## config.mk

```make
export PLATFORM = sky130hd
export DESIGN_NAME = mal_ctrl
export DESIGN_NICKNAME = d
export VERILOG_FILES = /design/src/hw/rtl/mal_pkg.sv /design/src/hw/rtl/mal_ctrl.sv
export SDC_FILE = /design/constraint.sdc
export NUM_CORES = 1
export LEC_CHECK = 0
export BUFFER_PORTS_ARGS = -buffer_cell sky130_fd_sc_hd__buf_4
export CAP_MARGIN = 40
export CORE_AREA = 3 3 40 42
export DETAILED_ROUTE_END_ITERATION = 16
export DIE_AREA = 0 0 43 45
export MAX_ROUTING_LAYER = met4
export SLEW_MARGIN = 5
export SYNTH_ARGS = -nofsm -noshare
export SYNTH_HDL_FRONTEND = slang
export SYNTH_SLANG_ARGS = --single-unit
export TNS_END_PERCENT = 5
```

## constraint.sdc

```tcl
create_clock -name clock -period 2 [get_ports clock]
set_input_delay 0.2 -clock clock [delete_from_list [all_inputs] [get_ports clock]]
set_output_delay 0.2 -clock clock [all_outputs]
set_load 0.01 [all_outputs]
```

## src/hw/rtl/mal_pkg.sv

```systemverilog
// ----------------------------------------------------------------------------
// mal_pkg
// Shared types and codes of the model admission and eviction block.
// ----------------------------------------------------------------------------
package mal_pkg;

   typedef enum logic [1:0] {
      OP_ADMIT  = 2'd0,
      OP_LOAD   = 2'd1,
      OP_UNLOAD = 2'd2,
      OP_EVICT  = 2'd3
   } opcode_type;

   typedef enum logic [2:0] {
      CSR_RAM_LIMIT  = 3'd0,
      CSR_VRAM_LIMIT = 3'd1,
      CSR_LOW_PCT    = 3'd2,
      CSR_NO_PCT     = 3'd3,
      CSR_RSV_PCT    = 3'd4
   } csr_index_type;

   typedef enum logic [2:0] {
      RSN_NONE     = 3'd0,
      RSN_NO_CAP   = 3'd1,
      RSN_NO_RAM   = 3'd2,
      RSN_RAM_LOW  = 3'd3,
      RSN_VRAM_LOW = 3'd4
   } reason_type;

   typedef enum logic [1:0] {
      PRS_AVAILABLE = 2'd0,
      PRS_LOW       = 2'd1,
      PRS_NO_RAM    = 2'd2
   } pressure_type;

   typedef enum logic [2:0] {
      ST_IDLE,
      ST_FIND,
      ST_DISPATCH,
      ST_FIT,
      ST_LRU,
      ST_LRU_END,
      ST_NOTICE,
      ST_FINAL
   } state_type;

   // Commands from the controller to the datapath.
   typedef struct packed {
      logic take;       // latch the request item
      logic scan_rst;   // restart the slot scan
      logic scan_find;  // one step of the id lookup scan
      logic scan_lru;   // one step of the idle LRU scan
      logic apply;      // carry out touch, load or unload
      logic remove;     // drop the captured slot and send its notice
      logic out_final;  // send the final result
   } dp_cmd_type;

   // Status from the datapath to the controller.
   typedef struct packed {
      opcode_type op;
      logic       scan_done;
      logic       found;
      logic       hit;
      logic       fits;
      logic       out_free;
   } dp_sts_type;

   localparam int unsigned RamW  = 20;
   localparam int unsigned PctW  = 7;
   localparam int unsigned RefsW = 8;
   localparam int unsigned TagW  = 32;

endpackage

```

## src/hw/rtl/mal_ctrl.sv

```systemverilog
// ----------------------------------------------------------------------------
// mal_ctrl
// Sequencer: lookup scan, eviction loop and result issue.
// ----------------------------------------------------------------------------
module mal_ctrl
   import mal_pkg::*;
(
   input  logic       clock,
   input  logic       reset,
   input  logic       req_tvalid,
   output logic       req_tready,
   input  dp_sts_type sts,
   output dp_cmd_type cmd
);

   state_type state_ff, state_in;

   always_ff @(posedge clock) begin
      if (reset) begin
         state_ff <= ST_IDLE;
      end else begin
         state_ff <= state_in;
      end
   end

   always_comb begin
      state_in = state_ff;
      case (state_ff)
         ST_IDLE: begin
            if (req_tvalid) state_in = ST_FIND;
         end
         ST_FIND: begin
            if (sts.scan_done) state_in = ST_DISPATCH;
         end
         ST_DISPATCH: begin
            case (sts.op)
               OP_ADMIT: state_in = sts.found ? ST_FINAL : ST_FIT;
               OP_EVICT: state_in = sts.found ? ST_NOTICE : ST_FINAL;
               default:  state_in = ST_FINAL;
            endcase
         end
         ST_FIT: begin
            state_in = sts.fits ? ST_FINAL : ST_LRU;
         end
         ST_LRU: begin
            if (sts.scan_done) state_in = ST_LRU_END;
         end
         ST_LRU_END: begin
            state_in = sts.hit ? ST_NOTICE : ST_FINAL;
         end
         ST_NOTICE: begin
            if (sts.out_free) state_in = (sts.op == OP_ADMIT) ? ST_FIT : ST_FINAL;
         end
         ST_FINAL: begin
            if (sts.out_free) state_in = ST_IDLE;
         end
         default: state_in = ST_IDLE;
      endcase
   end

   always_comb begin
      cmd        = '0;
      req_tready = 1'b0;
      case (state_ff)
         ST_IDLE: begin
            req_tready   = 1'b1;
            cmd.take     = req_tvalid;
            cmd.scan_rst = req_tvalid;
         end
         ST_FIND: begin
            cmd.scan_find = 1'b1;
         end
         ST_DISPATCH: begin
            cmd.apply = (sts.op == OP_LOAD) || (sts.op == OP_UNLOAD) ||
                        ((sts.op == OP_ADMIT) && sts.found);
         end
         ST_FIT: begin
            cmd.scan_rst = !sts.fits;
         end
         ST_LRU: begin
            cmd.scan_lru = 1'b1;
         end
         ST_NOTICE: begin
            cmd.remove = sts.out_free;
         end
         ST_FINAL: begin
            cmd.out_final = sts.out_free;
         end
         default: begin
            cmd = '0;
         end
      endcase
   end

endmodule

```

# [Word-level counts from Yosys, hierarchy flattened]
# Cells that the tools add are included.
[word_totals] ff_bits=3 out_inout_bits=8 elab_cells=43
[op_classes] eq_ne=15 n_mux=20 reduce_logical=7
[op_table] cell="$pmux W3 S8" count=1
[op_table] cell="$mux W3" count=7
[op_table] cell="$eq A3 B3 Y1 const B" count=4
[op_table] cell="$ne A2 B2 Y1 const B" count=5
[op_table] cell="$mux W1" count=9
[op_table] cell="$eq A3 B2 Y1 const B" count=2
[op_table] cell="$pmux W3 S2" count=1
[op_table] cell="$reduce_and A5 Y1" count=1
[op_table] cell="$eq A2 B2 Y1 const B" count=2
[op_table] cell="$eq A3 B1 Y1 const B" count=1
[op_table] cell="$logic_not A3 Y1" count=1
[op_table] cell="$eq A2 B1 Y1 const B" count=1
[op_table] cell="$logic_not A2 Y1" count=1
[op_table] cell="$logic_or A1 B1 Y1" count=2
[op_table] cell="$mux W2" count=1
[op_table] cell="$pmux W1 S2" count=1
[op_table] cell="$logic_and A1 B1 Y1" count=1
[op_table] cell="$logic_not A1 Y1" count=1

# [Depth between registers and ports, before layout]
# Gate-level depths: netlist of the first run.
[depth] depth_word=4 ltp_mapped=6

# [Least setup slack after synthesis of the first run]
# No wires, ideal clock.
[synth_path] kind="input to register" from="in sts[5] (netlist name)" to="reg state_ff[0]" setup_ns=0.142 arrival_ns=1.244 setup_slack_ns=0.614 path_stages=5 cell_sequence="inv_1 ha_1 or4_1 a31oi_1 a311oi_1"
[synth_via] elab_chain_len=3
[synth_rtl] item="start: declaration" line="mal_ctrl.sv:12" rtl="input dp_sts_type sts,"
[synth_rtl] item="$eq A2 B2 Y1 / $logic_not A2 Y1 (equally long branches)" line="mal_ctrl.sv:36" rtl="case (sts.op)"
[synth_rtl] item="$pmux W3 S2 *" line="mal_ctrl.sv:36"
[synth_rtl] item="$pmux W3 S8 *" line="mal_ctrl.sv:28" rtl="case (state_ff)"
[synth_rtl] item="end signal: assignment" line="mal_ctrl.sv:22" rtl="state_ff <= state_in;"
[synth_rtl] item="end: declaration" line="mal_ctrl.sv:16" rtl="state_type state_ff, state_in;"
# Mark *: on every way between the ends. The rest lies on a longest branch, timed or not.
# A chain may end at the register's enable or synchronous reset.

==> results of run 1 <==
[report_power, final]
part           switching, mW  internal [mW]
clock                 0.0323         0.0748
combinational          0.162          0.186
sequential            0.0839         0.0862
[per-layer routing]
metal / GRT usage / up-vias
met5: - / -
met4: 0.0723 / 0
met3: 0.00398 / 0
met2: 0.168 / 13
met1: 0.0988 / 163
li1: - / 205
[cell usage after synthesis (all sizes together) (3+ instances only)]
library cell and count:
nor3 6, dfxtp 3, ha 3, a31oi 3
inv 4, nor2 6
[metrics by stage]
stage | utilization | instances | area [um^2]
floorplan | - | 48 | 335
global placement | 0.359 | 77 | 462
detailed placement | 0.359 | 77 | 462
CTS | 0.380 | 81 | 488
global route | 0.380 | 81 | 488
finish | 0.380 | 81 | 488
[cell type report]
type                    count  area share
inverters                   4      0.0308
flip-flops and latches      3       0.123
multi-input cells          38       0.492
clock buffers               4      0.0538
well taps                  15      0.0385
repair buffers             17       0.262
[worst max-delay path, delay by kind of cell, from the launching register on]
| kind | cells | cell delay [ns] |
|---|---|---|
| buf+inv | 1 | 0.13 |
| simple gates | 2 | 0.21 |
| compound gates | 1 | 0.19 |
| flops | 1 | 0.61 |
[worst max-delay path by stage]
stage / depth (start not counted) / from / end / slack [ns]
global placement: 6 / sts[5] / state_ff[0] / 0.47
detailed placement: 6 / sts[5] / state_ff[0] / 0.44
CTS: 4 / state_ff[1] / cmd[5] / 0.42
floorplan: 5 / sts[5] / state_ff[0] / 0.61
global route: 4 / state_ff[0] / cmd[5] / 0.31
finish: 4 / state_ff[1] / cmd[5] / 0.42
[placed cells by master (no fill, tap or decap)]
master and n:
a21oi_1 2, ha_1 3, clkbuf_1 1, nand2_1 2
nand3_1 2, nor2b_1 2, a211oi_1 2, nor2_1 6
a31oi_1 3, clkbuf_4 3, a311oi_1 1, nand2b_4 1
or4_1 1, o21ai_0 2, dfxtp_1 3, nor3_1 6
inv_1 4, o22a_1 1, buf_4 17, and2_1 2
a221oi_1 1, nand2b_1 1
[cell families (layout without fill, tap and decap cells)]
| group | count (synthesis) | count (layout) | synth area share |
|---|---|---|---|
| flops | 3 | 3 | 0.179 |
| simple gates | 23 | 23 | 0.366 |
| buf+inv | 7 | 25 | 0.104 |
| compound gates | 12 | 12 | 0.239 |
| fa+ha+maj | 3 | 3 | 0.112 |
==> results_dict.tcl, run 1 <==
set metrics [dict create \
    cap_violations 0 \
    htree_levels 1 \
    synth_top_cell_by_area "dfxtp_1" \
    grt_max_degree 15 \
    initialDrtViolationCount 4 \
    cts_root_buf "clkbuf_4" \
    wl_um 843 \
    r2r_end "state_ff[0]" \
    r2r-start "state_ff[1]" \
    fin_nets 80 \
    max_flop_register "state_ff" \
    insertion_delay_ns 0.23 \
    nFillCells 148 \
    die_w_um 43 \
    postRouteAntennaNets 0 \
    rrSetupSlack_ns 0.44 \
    min_path_cells 2 \
    die_h_um 45 \
    vias 381 \
    min_from "reset" \
    grt_pass1_wl_mm 1.37 \
    cts_tree "done" \
    finalMaxSlewViolations 0 \
    p_leak_nw 0.218 \
    n_antenna_cell 0 \
    syn_area_um2 335 \
    syn_area_per_cell_um2 6.99 \
    max_stage_delay_ns 0.61 \
    detail_route.vias_per_cell 4.70 \
    holdWs_ns 0.147 \
    die-area_um2 1940 \
    arrival_ns 1.38 \
    routedWlPerCell_um 10.4 \
    clock_sinks 3 \
    setup_slack_ns 0.422 \
    synthCells 48 \
    clk_pin_slew_ns 0.04 \
    drc_errors 0 \
    area_growth_pct 45.5 \
    place.gp.congestion 0.746 \
    largest_register_ffs 3 \
    ctsLongestPathBuffers 2 \
    place_ws_ns 0.444 \
    synth_seq_cells 3 \
    synth_edf_count 0 \
    highest_layer "met3" \
    crit_chain "nand2_1 > o22a_1 > nor2_1 > buf_4" \
    criticalPathCategory "reg -> out" \
    rsz0062_at_grt "false" \
    async_flop_share 0 \
    crit_path_max_fanout 14 \
    ir_drop_mv 0.385 \
    start_kind "flop" \
    power.density_nw_per_um2 1280 \
    hold_viol 0 \
    reg_top3 "state_ff (3)" \
    grt_pass1_vias 362 \
    tns_ns 0 \
    multi_input_area_um2 240 \
    setup-violations-final 0 \
    drt-met1-wl_um 349 \
    grt_use_total 0.0943 \
    ys_types 22 \
    wl_met2_um 430 \
    cts_hold_buffers 0 \
    rows 13 \
    cp-end-kind "primary output" \
    boundaryPins 18 \
    fmax_mhz 634 \
    dp_hpwl_um 653 \
    totalPowerFinal_mw 0.626 \
    post_cts_buffers 0 \
    core-area_um2 1280 \
    ctsResizeCount 0 \
    slew-limit-headroom 0.683 \
    synthFlopType "dfxtp_1" \
    seqCellArea_um2 60.1 \
    synth_top_area_frac 0.179 \
    status "finished clean" \
    reg2regPathDepth 4 \
    antenna_found_initial 0 \
    layout-drive-gt1-share 0.318 \
    overflow 0 \
    min_path_type "in -> reg" \
    cts_buffers 3 \
    fin_worst_skew_ns 0.00537 \
    crit_slowest_cell "dfxtp_1" \
    period_needed_ns 1.58 \
    port_buffers 17 \
    cp.required_ns 1.80 \
    synth_nets 61 \
    hold_path_end "state_ff[0]" \
    tightest_slew_ns 0.475 \
    first_pass_iters 4 \
    synth.top_cells.by_area "dfxtp_1 (18%), ha_1 (11%), nor3_1 (9.0%), nor2_1 (6.7%), a31oi_1 (5.6%)" \
    start_util 0.261 \
    finalCritPeriodShare 0.789 \
    yosys_warnings 0 \
    met3_length_um 63 \
    ys_seq_area_frac 0.179 \
]
No activity file was read; power rests on OpenSTA's default activity.
==> run 2: changes to the inputs <==
==> constraint.sdc (replaced) <==
create_clock -name clock -period 1.6 [get_ports clock]
set_input_delay 0.16 -clock clock [delete_from_list [all_inputs] [get_ports clock]]
set_output_delay 0.16 -clock clock [all_outputs]
set_load 0.01 [all_outputs]
==> results_dict.tcl, run 2 (synthesis gave the netlist of run 1 again) <==
set metrics [dict create \
    drc_errors 0 \
    clock_sinks 3 \
    status "finished clean" \
    antenna_found_initial 0 \
    holdWs_ns 0.0884 \
    fin_nets 83 \
    routedWlPerCell_um 10.7 \
    cap_violations 0 \
    p_seq_frac 0.194 \
    die_w_um 43 \
    ctsResizeCount 0 \
    postRouteAntennaNets 0 \
    switching_share 0.429 \
    tns_ns 0 \
    period_needed_ns 1.42 \
    hold_viol 0 \
    criticalPathCategory "reg -> out" \
    post_cts_buffers 0 \
    ir_drop_mv 0.597 \
    boundaryPins 18 \
    dp_hpwl_um 704 \
    overflow 0 \
    crit_top_cell "buf_4" \
    grt_pass1_vias 410 \
    p_clk_frac 0.163 \
    tightest_slew_ns 0.323 \
    max_stage_delay_ns 0.39 \
    grt_max_degree 10 \
    first_pass_iters 4 \
    layout-drive-gt1-share 0.377 \
    n_antenna_cell 0 \
    p_int_mw 0.479 \
    ctsLongestPathBuffers 2 \
    fin_util 0.399 \
    grt_pass1_wl_mm 1.55 \
    wl_um 899 \
    crit_chain "buf_4 > nand2_1 > o22a_1 > nor2_1 > buf_4" \
    power.density_nw_per_um2 1630 \
    start_util 0.261 \
    finalMaxSlewViolations 0 \
    reg_top3 "state_ff (3)" \
    largest_register_ffs 3 \
    min_path_type "in -> reg" \
    fin_worst_skew_ns 0.00460 \
    area_growth_pct 53.0 \
    cts_tree "done" \
    htree_levels 1 \
    final_cell_mix "buf_4 (20), nor3_1 (6), nor2_1 (6)" \
    core-area_um2 1280 \
    place.gp.congestion 0.726 \
    clk_pin_slew_ns 0.04 \
    die_h_um 45 \
    initialDrtViolationCount 11 \
    cp_num_buf_inv 2 \
    p_leak_nw 0.234 \
    detail_route.vias_per_cell 4.99 \
    rows 13 \
    cts_root_buf "clkbuf_4" \
    setup-violations-final 0 \
    slew-limit-headroom 0.782 \
    cts_buffers 3 \
    vias 419 \
    cts_hold_buffers 0 \
    layout_commonest_cell "buf_4" \
    arrival_ns 1.26 \
    grt_use_total 0.108 \
    fmax_mhz 706 \
    crit_slowest_cell "dfxtp_2" \
    crit_path_max_fanout 9 \
    rsz0062_at_grt "false" \
    insertion_delay_ns 0.24 \
    power_frac_comb 0.643 \
    cp.required_ns 1.44 \
    finalCritPeriodShare 0.885 \
    switching_power_mw 0.359 \
    max_flop_register "state_ff" \
    port_buffers 17 \
    cp-end-kind "primary output" \
    die-area_um2 1940 \
    path_delay_family "flip-flops" \
    start_kind "flop" \
]
-- run 2: changes by cell type in the layout (fill, tap and decap cells not counted) --
cell,delta
dfxtp_2,+2
buf_4,+3
dfxtp_1,-2
-- run 2: worst paths after layout --
| kind | from | to | slack [ns] | depth (start not counted) |
|---|---|---|---|---|
| worst max-delay path | state_ff[1] | cmd[5] | 0.18 | 5 |
| worst min-delay path | reset | state_ff[1] | 0.09 | 2 |
| worst max register to register | state_ff[1] | state_ff[0] | 0.27 | 5 |
| worst min register to register | state_ff[0] | state_ff[2] | 0.58 | 2 |
-- run 2: cell type report --
cell class,instances,area [um^2]
clock buffers,4,26.3
multi-input cells,38,240
repair buffers,20,150
flip-flops and latches,3,62.6
well taps,15,18.8
fillers,152,772
inverters,4,15.0
-- run 2: metrics by stage --
| step | power, mW | setup slack (ns) | area [um^2] | std cells |
|---|---|---|---|---|
| after floorplan | 0.498 | 0.247 | 335 | 48 |
| after global placement | 0.693 | 0.142 | 484 | 80 |
| after detailed placement | 0.700 | 0.110 | 484 | 80 |
| after CTS | 0.842 | 0.0822 | 510 | 84 |
| after global routing | 0.916 | 0.0834 | 513 | 84 |
| final | 0.838 | 0.183 | 513 | 84 |
-- run 2: layer usage --
| metal | vias to the layer above | global-route usage | wire [um] |
|---|---|---|---|
| met5 | - | - | 0 |
| li1 | 213 | - | - |
| met3 | 2 | 0 | 66 |
| met4 | 0 | 0.0723 | 14 |
| met1 | 188 | 0.125 | 378 |
| met2 | 16 | 0.186 | 440 |
-- run 2: power by group through the flow --
stage | sequential [mW] | clock, mW | combinational [mW]
6_report | 0.163 | 0.137 | 0.538
5_1_grt | 0.169 | 0.142 | 0.605
4_1_cts | 0.157 | 0.141 | 0.544
3_5_place_dp | 0.157 | 0 | 0.543
3_3_place_gp | 0.156 | 0 | 0.537
2_1_floorplan | 0.136 | 0 | 0.363
